**src/mpsel_pkg.sv**
```systemverilog
// ----------------------------------------------------------------------------
// mpsel_pkg
// shared types and constants for the matrix parity single error locator
// ----------------------------------------------------------------------------
package mpsel_pkg;

  // result status codes
  localparam logic [1:0] ST_OK      = 2'd0;
  localparam logic [1:0] ST_FIX     = 2'd1;
  localparam logic [1:0] ST_CORRUPT = 2'd2;

  // matrix size after reset
  localparam logic [7:0] SIZE_RESET = 8'd128;

  // controller to datapath
  typedef struct packed {
    logic sweep;      // clearing pass over the column parity memory
    logic accept;     // input transaction this cycle
    logic scan_mode;  // column scan in progress
    logic scan_step;  // column scan consumes the current entry
    logic finish;     // last scan entry, load the result
  } cmd_t;

  // datapath to controller
  typedef struct packed {
    logic sweep_done;   // clearing pass at its last entry
    logic matrix_done;  // last bit of the matrix is being taken
    logic scan_done;    // scan at the last column
    logic out_full;     // result register occupied and not drained this cycle
  } sts_t;

endpackage

```
**src/mpsel_ctrl.sv**
```systemverilog
// ----------------------------------------------------------------------------
// mpsel_ctrl
// sequencer: clearing pass, bit intake, column scan and result hand-off
// ----------------------------------------------------------------------------
module mpsel_ctrl (
  input  logic             clk,
  input  logic             rst,
  input  logic             cfg_wr,
  input  logic             in_valid,
  output logic             in_ready,
  input  mpsel_pkg::sts_t  sts,
  output mpsel_pkg::cmd_t  cmd
);

  localparam logic [1:0] S_SWEEP = 2'd0;
  localparam logic [1:0] S_RUN   = 2'd1;
  localparam logic [1:0] S_SCAN  = 2'd2;

  logic [1:0] state;
  logic [1:0] state_next;

  always_comb begin
    state_next    = state;
    cmd           = '0;
    in_ready      = 1'b0;
    case (state)
      S_SWEEP: begin
        cmd.sweep = 1'b1;
        if (sts.sweep_done) begin
          state_next = S_RUN;
        end
      end
      S_RUN: begin
        in_ready   = 1'b1;
        cmd.accept = in_valid;
        if (in_valid && sts.matrix_done) begin
          state_next = S_SCAN;
        end
      end
      S_SCAN: begin
        cmd.scan_mode = 1'b1;
        // hold on the last column until the result register frees up
        cmd.scan_step = !(sts.scan_done && sts.out_full);
        cmd.finish    = sts.scan_done && !sts.out_full;
        if (cmd.finish) begin
          state_next = S_RUN;
        end
      end
      default: begin
        state_next = S_SWEEP;
      end
    endcase
    if (cfg_wr) begin
      state_next = S_SWEEP;
    end
  end

  always_ff @(posedge clk) begin
    if (rst) begin
      state <= S_SWEEP;
    end else begin
      state <= state_next;
    end
  end

endmodule

```
**src/mpsel_dpath.sv**
```systemverilog
// ----------------------------------------------------------------------------
// mpsel_dpath
// column parity memory, position counters, row tracking and result register
// ----------------------------------------------------------------------------
module mpsel_dpath #(
  parameter int MAX_SIZE = 128
) (
  input  logic             clk,
  input  logic             rst,
  input  logic             cfg_wr,
  input  logic [7:0]       matrix_size,
  input  logic             elem_bit,
  input  mpsel_pkg::cmd_t  cmd,
  output mpsel_pkg::sts_t  sts,
  input  logic             out_ready,
  output logic             out_valid,
  output logic [1:0]       status,
  output logic [7:0]       flip_row,
  output logic [7:0]       flip_col
);

  localparam int PW = $clog2(MAX_SIZE);
  localparam int RST_SIZE = (int'(mpsel_pkg::SIZE_RESET) > MAX_SIZE) ?
                            MAX_SIZE : int'(mpsel_pkg::SIZE_RESET);
  localparam logic [PW-1:0] LAST_RST = PW'(RST_SIZE - 1);
  localparam logic [PW-1:0] IDX_END  = PW'(MAX_SIZE - 1);

  logic          mem [MAX_SIZE];
  logic          rd_raw;
  logic          byp;
  logic          byp_data;
  logic          rd_data;

  logic [PW-1:0] last_idx;
  logic [PW-1:0] last_idx_next;
  logic [PW-1:0] col;
  logic [PW-1:0] row;
  logic [PW-1:0] col_next;
  logic          row_par;
  logic [1:0]    odd_rows;
  logic [PW-1:0] first_row;
  logic [1:0]    odd_cols;
  logic [PW-1:0] first_col;
  logic [1:0]    odd_cols_next;
  logic [PW-1:0] first_col_next;
  logic [PW-1:0] idx;

  logic          col_last;
  logic          row_last;
  logic          row_odd;
  logic          wr_en;
  logic [PW-1:0] wr_addr;
  logic          wr_data;
  logic [PW-1:0] rd_addr;
  logic [31:0]   cfg_wide;
  logic [31:0]   frow_wide;
  logic [31:0]   fcol_wide;
  logic [1:0]    res_status;

  // size 0 runs as 1, sizes above the memory depth clamp to it
  always_comb begin
    cfg_wide = 32'(matrix_size);
    if (cfg_wide == 32'd0) begin
      last_idx_next = '0;
    end else if (cfg_wide > 32'(MAX_SIZE)) begin
      last_idx_next = IDX_END;
    end else begin
      last_idx_next = PW'(cfg_wide - 32'd1);
    end
  end

  assign col_last = (col == last_idx);
  assign row_last = (row == last_idx);
  assign row_odd  = row_par ^ elem_bit;
  assign col_next = cmd.accept ? (col_last ? '0 : col + 1'b1) : col;

  // memory port selection
  assign wr_en   = cmd.accept || cmd.sweep || cmd.scan_step;
  assign wr_addr = cmd.accept ? col : idx;
  assign wr_data = cmd.accept ? (rd_data ^ elem_bit) : 1'b0;

  always_comb begin
    if (cmd.scan_mode && !cmd.finish) begin
      rd_addr = cmd.scan_step ? idx + 1'b1 : idx;
    end else begin
      rd_addr = col_next;
    end
  end

  always_ff @(posedge clk) begin
    if (wr_en) begin
      mem[wr_addr] <= wr_data;
    end
    rd_raw <= mem[rd_addr];
  end

  // write-first forwarding, and a forced zero while clearing
  always_ff @(posedge clk) begin
    if (rst) begin
      byp      <= 1'b1;
      byp_data <= 1'b0;
    end else begin
      byp      <= cmd.sweep || (wr_en && (wr_addr == rd_addr));
      byp_data <= cmd.sweep ? 1'b0 : wr_data;
    end
  end

  assign rd_data = byp ? byp_data : rd_raw;

  // column scan: saturating odd count and first odd column
  always_comb begin
    odd_cols_next  = odd_cols;
    first_col_next = first_col;
    if (rd_data) begin
      if (odd_cols == 2'd0) begin
        first_col_next = idx;
      end
      if (odd_cols != 2'd2) begin
        odd_cols_next = odd_cols + 2'd1;
      end
    end
  end

  assign frow_wide = 32'(first_row) + 32'd1;
  assign fcol_wide = 32'(first_col_next) + 32'd1;

  always_comb begin
    if (odd_rows == 2'd0 && odd_cols_next == 2'd0) begin
      res_status = mpsel_pkg::ST_OK;
    end else if (odd_rows == 2'd1 && odd_cols_next == 2'd1) begin
      res_status = mpsel_pkg::ST_FIX;
    end else begin
      res_status = mpsel_pkg::ST_CORRUPT;
    end
  end

  always_ff @(posedge clk) begin
    if (rst) begin
      last_idx  <= LAST_RST;
      col       <= '0;
      row       <= '0;
      row_par   <= 1'b0;
      odd_rows  <= 2'd0;
      first_row <= '0;
      odd_cols  <= 2'd0;
      first_col <= '0;
      idx       <= '0;
    end else if (cfg_wr) begin
      last_idx  <= last_idx_next;
      col       <= '0;
      row       <= '0;
      row_par   <= 1'b0;
      odd_rows  <= 2'd0;
      first_row <= '0;
      odd_cols  <= 2'd0;
      first_col <= '0;
      idx       <= '0;
    end else begin
      if (cmd.sweep) begin
        idx <= (idx == IDX_END) ? '0 : idx + 1'b1;
      end
      if (cmd.accept) begin
        col <= col_next;
        if (col_last) begin
          row_par <= 1'b0;
          row     <= row_last ? '0 : row + 1'b1;
          if (row_odd) begin
            if (odd_rows == 2'd0) begin
              first_row <= row;
            end
            if (odd_rows != 2'd2) begin
              odd_rows <= odd_rows + 2'd1;
            end
          end
        end else begin
          row_par <= row_odd;
        end
      end
      if (cmd.finish) begin
        odd_rows  <= 2'd0;
        first_row <= '0;
        odd_cols  <= 2'd0;
        first_col <= '0;
        idx       <= '0;
      end else if (cmd.scan_step) begin
        odd_cols  <= odd_cols_next;
        first_col <= first_col_next;
        idx       <= idx + 1'b1;
      end
    end
  end

  // result register
  always_ff @(posedge clk) begin
    if (rst) begin
      out_valid <= 1'b0;
    end else if (cmd.finish) begin
      out_valid <= 1'b1;
    end else if (out_ready) begin
      out_valid <= 1'b0;
    end
  end

  always_ff @(posedge clk) begin
    if (cmd.finish) begin
      status <= res_status;
      if (res_status == mpsel_pkg::ST_FIX) begin
        flip_row <= frow_wide[7:0];
        flip_col <= fcol_wide[7:0];
      end else begin
        flip_row <= 8'd0;
        flip_col <= 8'd0;
      end
    end
  end

  assign sts.sweep_done  = (idx == IDX_END);
  assign sts.matrix_done = col_last && row_last;
  assign sts.scan_done   = (idx == last_idx);
  assign sts.out_full    = out_valid && !out_ready;

endmodule

```
**src/matrix_parity_single_error_locate.sv**
```systemverilog
// ----------------------------------------------------------------------------
// matrix_parity_single_error_locate
// two-dimensional parity check of a square bit matrix with single error locate
// ----------------------------------------------------------------------------
// one matrix bit per cycle while in_ready is high; an n x n matrix is taken
// row by row, then its n columns are scanned through the parity memory
// the result is registered at the end of the column scan, held until taken
// reset and every matrix_size write start a clearing pass over all MAX_SIZE
// entries of the column parity memory, with in_ready low for its length
// ----------------------------------------------------------------------------
module matrix_parity_single_error_locate #(
  parameter int MAX_SIZE = 128
) (
  input  logic       clk,
  input  logic       rst,
  input  logic       cfg_valid,
  output logic       cfg_ready,
  input  logic [7:0] matrix_size,
  input  logic       in_valid,
  output logic       in_ready,
  input  logic       elem_bit,
  output logic       out_valid,
  input  logic       out_ready,
  output logic [1:0] status,
  output logic [7:0] flip_row,
  output logic [7:0] flip_col
);

  mpsel_pkg::cmd_t cmd;
  mpsel_pkg::sts_t sts;
  logic            cfg_wr;

  assign cfg_ready = 1'b1;
  assign cfg_wr    = cfg_valid && cfg_ready;

  mpsel_ctrl u_ctrl (
    .clk      (clk),
    .rst      (rst),
    .cfg_wr   (cfg_wr),
    .in_valid (in_valid),
    .in_ready (in_ready),
    .sts      (sts),
    .cmd      (cmd)
  );

  mpsel_dpath #(
    .MAX_SIZE (MAX_SIZE)
  ) u_dpath (
    .clk         (clk),
    .rst         (rst),
    .cfg_wr      (cfg_wr),
    .matrix_size (matrix_size),
    .elem_bit    (elem_bit),
    .cmd         (cmd),
    .sts         (sts),
    .out_ready   (out_ready),
    .out_valid   (out_valid),
    .status      (status),
    .flip_row    (flip_row),
    .flip_col    (flip_col)
  );

endmodule

```
**config.mk**
```make
export PLATFORM = sky130hd
export DESIGN_NAME = matrix_parity_single_error_locate
export DESIGN_NICKNAME = d
export VERILOG_FILES = /design/src/mpsel_pkg.sv /design/src/mpsel_ctrl.sv /design/src/mpsel_dpath.sv /design/src/matrix_parity_single_error_locate.sv
export SDC_FILE = /design/constraint.sdc
export NUM_CORES = 1
export LEC_CHECK = 0
export BUFFER_PORTS_ARGS = -buffer_cell sky130_fd_sc_hd__buf_2
export CORE_ASPECT_RATIO = 1.5
export CORE_MARGIN = 4
export CORE_UTILIZATION = 45
export CTS_CLUSTER_SIZE = 20
export DETAILED_ROUTE_END_ITERATION = 12
export PLACE_DENSITY = 0.69
export SLEW_MARGIN = 15
export SYNTH_ARGS = -nofsm -noshare
export SYNTH_HDL_FRONTEND = slang
export SYNTH_SLANG_ARGS = --single-unit
```
**constraint.sdc**
```tcl
create_clock -name clk -period 12.2 [get_ports clk]
set_clock_uncertainty 0.05 [all_clocks]
set_input_delay 3.05 -clock clk [delete_from_list [all_inputs] [get_ports clk]]
set_output_delay 3.05 -clock clk [all_outputs]
set_load 0.03 [all_outputs]
```
# Word level (Yosys, flattened, before mapping)
# Memories as Yosys holds them, arrays and structs flattened. A register that Yosys moved wholly into a read port is not among the register bits.
# Cells that the tools add are included.
# word_totals
regBits	70
ramBits	128
in_bits	14
output_inout_bits	21
n_memories	1
# classes
add_sub_neg	8
magnitude_cmp	1
eq_ne	15
mux	32
bitwise	2
n_reduce_logical	30
# mem_list
memory	depth	word_bits	read_ports	rd_ports_with_merged_regs	wr	line_no	text
u_dpath.mem	128	1	1	1	1	mpsel_dpath.sv:28	logic mem [MAX_SIZE];
# ops
cell	count
7-bit two-way mux	13
7-bit == test	4
7-bit by 1-bit adder with 7-bit output (second input constant)	3
7-bit by 1-bit adder with 8-bit output (second input constant)	2
2-bit two-way mux	7
1-bit two-way mux	10
1-bit logical AND	9
2-bit by 1-bit == test with 1-bit output (second input constant)	4
8-bit > comparator (second input constant)	1
2-bit logical NOT	4
8-bit logical NOT	1
4-bit AND reduction	2
7-bit == test (second input constant)	1
7-bit by 1-bit subtractor with 7-bit output (second input constant)	1
2-bit inequality test (second input constant)	3
2-bit one-hot mux with 3 select lines	1
2-bit by 1-bit adder with 2-bit output (second input constant)	2
1-bit logical NOT	4
2-bit by 1-bit inequality test with 1-bit output (second input constant)	2
2-bit nonzero test	2
2-bit OR reduction	2
1-bit logical OR	3
3-bit two-way mux	1
3-bit AND reduction	1
other kinds (4)	5

# Longest topological paths before layout
# logic_depth
ltp_word	11
ltp_mapped	16
ltp_nobuf	12

# Cells and area by module
# A second synthesis with hierarchy kept.
# unflattened
hier_cells	968
hier_area_um2	10028.4
# modules_own_cells
mod	n_inst	cells_each	area_per_inst_um2	seq_area_each_um2
mpsel_dpath	1	949	9884.5	5405.2
mpsel_ctrl	1	17	132.6	40.0
matrix_parity_single_error_locate	1	2	11.3	0.0

# Worst setup path before layout
# Ideal clock, no wire load.
# synth_timing
path_type	input-to-reg
startpoint	input port in_valid
endpoint	memory u_dpath.mem[0], data pin
arrival_time_ps	5379
required_ps	11614
slack_ps	6235
cell_stages	4
path_buffers	2
path_cell_list	and3b_1 buf_2 clkbuf_1 and2_1
# synth_via
elab_chain_len	2
# synth_lines
element	line_no	text
start: declaration	matrix_parity_single_error_locate.sv:19	input logic in_valid,
1-bit two-way mux	mpsel_ctrl.sv:26	case (state)
1-bit two-way mux	mpsel_dpath.sv:80	assign wr_data = cmd.accept ? (rd_data ^ elem_bit) : 1'b0;
net u_dpath.wr_data	mpsel_dpath.sv:53	logic wr_data;
end: declaration	mpsel_dpath.sv:28	
# The timed path passes the listed nets, and every way through them passes these cells.

# Worst setup path in the final report
# layout_timing
startpoint	input port in_valid
endpoint	register u_dpath.rd_raw (read register of u_dpath.mem)
# layout_via
elab_chain_len	3
# layout_lines
element	line_no	text
1-bit two-way mux	mpsel_ctrl.sv:26	
7-bit two-way mux	mpsel_dpath.sv:75	assign col_next = cmd.accept ? (col_last ? '0 : col + 1'b1) : col;
7-bit two-way mux	mpsel_dpath.sv:83	if (cmd.scan_mode && !cmd.finish) begin
end: declaration	mpsel_dpath.sv:29	logic rd_raw;
# Every way passes these cells.
# A chain may end at the register's enable or synchronous reset.

==> impl_results.rst <==
.. list-table::
   :header-rows: 1

   * - Metric
     - Value
   * - Outcome
     - finished clean
   * - Synth Instances
     - 972
   * - Synth-to-Final Area Change
     - 8.44%
   * - Setup-violating endpoint count in the final report
     - 0
   * - Crit path required time
     - 12490 ps
   * - RSZ-0062 raised after global routing
     - false
   * - Overall routing resource usage
     - 19.7%
   * - Detailed-route via count
     - 7335
   * - Clock insertion delay at the later pin of the skew report
     - 450 ps
   * - Worst Tran Pin Value
     - 1120 ps
   * - Number of port buffers
     - 33
   * - Post-synthesis cell type with the largest combined area
     - edfxtp_1
   * - Post-synth cell types
     - 73
   * - Post-CTS setup buffers
     - 0
   * - Sequential area share after synthesis
     - 53.6%
   * - Starting Density
     - 45.5%
   * - Cts repair resizes
     - 0
   * - Final Max Slew Viols
     - 0
   * - Pin count of the biggest net entering global routing
     - 129
   * - Remaining max-slew budget at the tightest pin
     - 25.2%
   * - CTS tree
     - yes
   * - Reg-to-reg slack, setup
     - 8190 ps
   * - DR iter-0 viols
     - 680
   * - Slowest cell on the critical path
     - and3b_1
   * - Maximum vdd drop
     - 0.0985 mV
   * - Antenna cell count
     - 0
   * - Post-route fraction of the period consumed by the critical path
     - 49.9%
   * - Type of element launching the critical path
     - input pin
   * - First-pass GRT wire length
     - 37.9 mm
   * - Leakage power figure
     - 3.56 nW
   * - Worst-path maximum fanout
     - 41
   * - Commonest cells after routing, fill and taps aside
     - 200 x nor2_1, 146 x edfxtp_1, 96 x nand2_1, 66 x mux2i_1, 53 x dfxtp_1
   * - Number of vias per cell after detailed routing
     - 5.80
   * - Synthesized area
     - 0.0102 sq mm
   * - Minimum clock period
     - 6090 ps
   * - Number of warning messages in the yosys log
     - 0
   * - Die footprint
     - 0.0251 sq mm
   * - Clk pin slew, worst setup/hold paths
     - 80 ps
   * - Critical setup path kind
     - input pin to flip-flop
   * - Primary FF master, synth
     - edfxtp_1
   * - TritonCTS buffer count
     - 17
   * - Floorplan Core Area
     - 0.0223 sq mm
   * - Fraction of registers with async set or reset after synthesis
     - 0%
   * - Areal power density over the cells
     - 118 mW/mm^2
   * - Maximum level of the CTS H-tree
     - 4
   * - Hold violation count in the final report
     - 0
   * - EDFF count, synth
     - 146
   * - Post-Syn Nets
     - 997
   * - Number of nets at the end of the flow
     - 1001
   * - Number of rows created at floorplan
     - 67
   * - Number of ports placed on the die boundary
     - 35
   * - Final wirelength
     - 23.8 mm
   * - Die span in x
     - 131 um
   * - Arrival time of the worst setup path
     - 6380 ps
   * - Max-capacitance violation count
     - 0
   * - Hold bufs inserted after CTS
     - 0
   * - Detailed placement HPWL
     - 15.9 mm
   * - Length of the first detailed-routing pass in iterations
     - 5
   * - Critical path endpoint category
     - flip-flop
   * - Clock tree sinks
     - 199
   * - Critical Path Max Stage Delay
     - 650 ps
   * - Mean instance size in the synthesized netlist
     - 10.4 sq um
   * - Path category of the worst min-delay check
     - flip-flop to flip-flop
   * - Final core utilization
     - 49.4%
   * - CTS root buffer
     - clkbuf_16
   * - Die height
     - 192 um
   * - Antenna violations before repair
     - 0
   * - Total negative slack
     - 0 ps
   * - DRC violation count after routing
     - 0
   * - Fmax
     - 164 MHz
   * - WL/cell
     - 18.8 um
   * - Proportion of layout cells with a drive suffix above 1
     - 11.3%
   * - Routability congestion estimate from global placement
     - 0.843
   * - List of cells traversed by the critical path
     - buf_2, and3b_1, mux2i_1, nor3_2, a311oi_4, buf_4, mux2_2, nor2_1, a311oi_1, o31ai_1, a21oi_1, o311a_1
   * - Main area contributors after synthesis
     - edfxtp_1 43%, dfxtp_1 10%, nor2_1 7.4%
   * - Maximum root-to-sink buffer count
     - 2
   * - Remaining global-route overflow
     - 0
   * - Post-synthesis register bit count
     - 199
   * - Leading cell type in the layout, fill and taps excluded
     - nor2_1
   * - Antenna-violating nets left
     - 0
   * - Fraction of synthesized cell area taken by the top area cell type
     - 43.2%
   * - Number of global-route vias before repair
     - 7204
cells by family after synthesis:
family	synth area share, %
AOI/OAI and AO/OA	7.92
xor gates and xnor gates	4.92
adders and majority gates	1.45
buffers and inverters	3.64
DFF	53.6
muxes	8.76
other	0.0369
and+or+nand+nor	19.6
critical path: cells and delay by family:
kind / cells / cell delay, ps
AND/OR/NAND/NOR: 3 / 820
buffers and inverters: 2 / 660
multiplexers: 2 / 750
AO/OA/AOI/OAI: 5 / 1060
synth_stat cells (all sizes together) (3+ instances only):
master	n
nand3b	14
mux2i	66
xnor2	40
o31ai	8
a211o	4
a311oi	6
a22oi	6
nand2	97
a21oi	27
mux2	12
o22ai	6
dfxtp	53
o21ai	23
o2111ai	3
a221oi	3
buf	32
ha	11
or3	7
nor2b	6
or2	6
and2	4
xor2	17
inv	15
nor2	201
nand3	38
nand4	11
nor3	18
a211oi	7
nor4	7
clkbuf	27
mux4	4
and3	10
edfxtp	146
nand2b	5
path summary, 6_finish.rpt:
path | startpoint | cells after the start | endpoint
worst max-delay path | in_valid | 12 | u_dpath.rd_raw
worst min-delay path | u_dpath.first_col[6] | 2 | u_dpath.first_col[6]
worst max register to register | u_ctrl.state[0] | 11 | u_dpath.rd_raw
worst min register to register | u_dpath.first_col[6] | 2 | u_dpath.first_col[6]
sequential cells by signal, indices dropped and copies added (netlist names):
name and cells:
u_dpath.last_idx 7, u_dpath.first_row 7, u_dpath.byp 1, u_dpath.out_valid 1, u_dpath.rd_raw 1, u_dpath.flip_row 8, u_dpath.mem 128, u_dpath.row_par 1
u_dpath.col 7, u_dpath.status 2, u_dpath.byp_data 1, u_dpath.flip_col 8, u_dpath.odd_rows 2, u_ctrl.state 2, u_dpath.first_col 7, u_dpath.odd_cols 2
u_dpath.idx 7, u_dpath.row 7
stage by stage:
stage / hold slack, ps / cells / total power, mW / setup slack, ps / instance area, sq um
after global placement: 426 / 1233 / 0.767 / 5800 / 10400
final: 441 / 1265 / 1.30 / 6110 / 11000
after CTS: 447 / 1265 / 1.31 / 6150 / 11000
after floorplan: 410 / 972 / 0.756 / 6240 / 10200
after detailed placement: 433 / 1233 / 0.768 / 5690 / 10400
after global routing: 464 / 1265 / 1.34 / 5900 / 11000
layout make-up:
type | count | area, sq um
Fill cell | 2030 | 11300
Timing Repair Buffer | 44 | 248
Inverter | 15 | 56.3
Tap cell | 276 | 345
Sequential cell | 199 | 5450
Clock inverter | 13 | 138
Multi-Input combinational cell | 699 | 4340
Clock buffer | 19 | 433
per-layer routing:
layer | share of wire (%) | global-route usage (%) | routed length [um]
met1 | 38 | 21.9 | 9010
met2 | 54 | 35.7 | 12800
met3 | 4.7 | 3.34 | 1120
met4 | 3.8 | 9.34 | 907
met5 | 0 | 0 | 0
where the power goes:
group / switching [mW] / internal [mW] / total (mW)
Clock: 0.273 / 0.272 / 0.545
Combinational: 0.0185 / 0.0110 / 0.0294
Sequential: 0.00489 / 0.718 / 0.723
Total: 0.296 / 1.00 / 1.30
(Power assumes the default switching activity.)
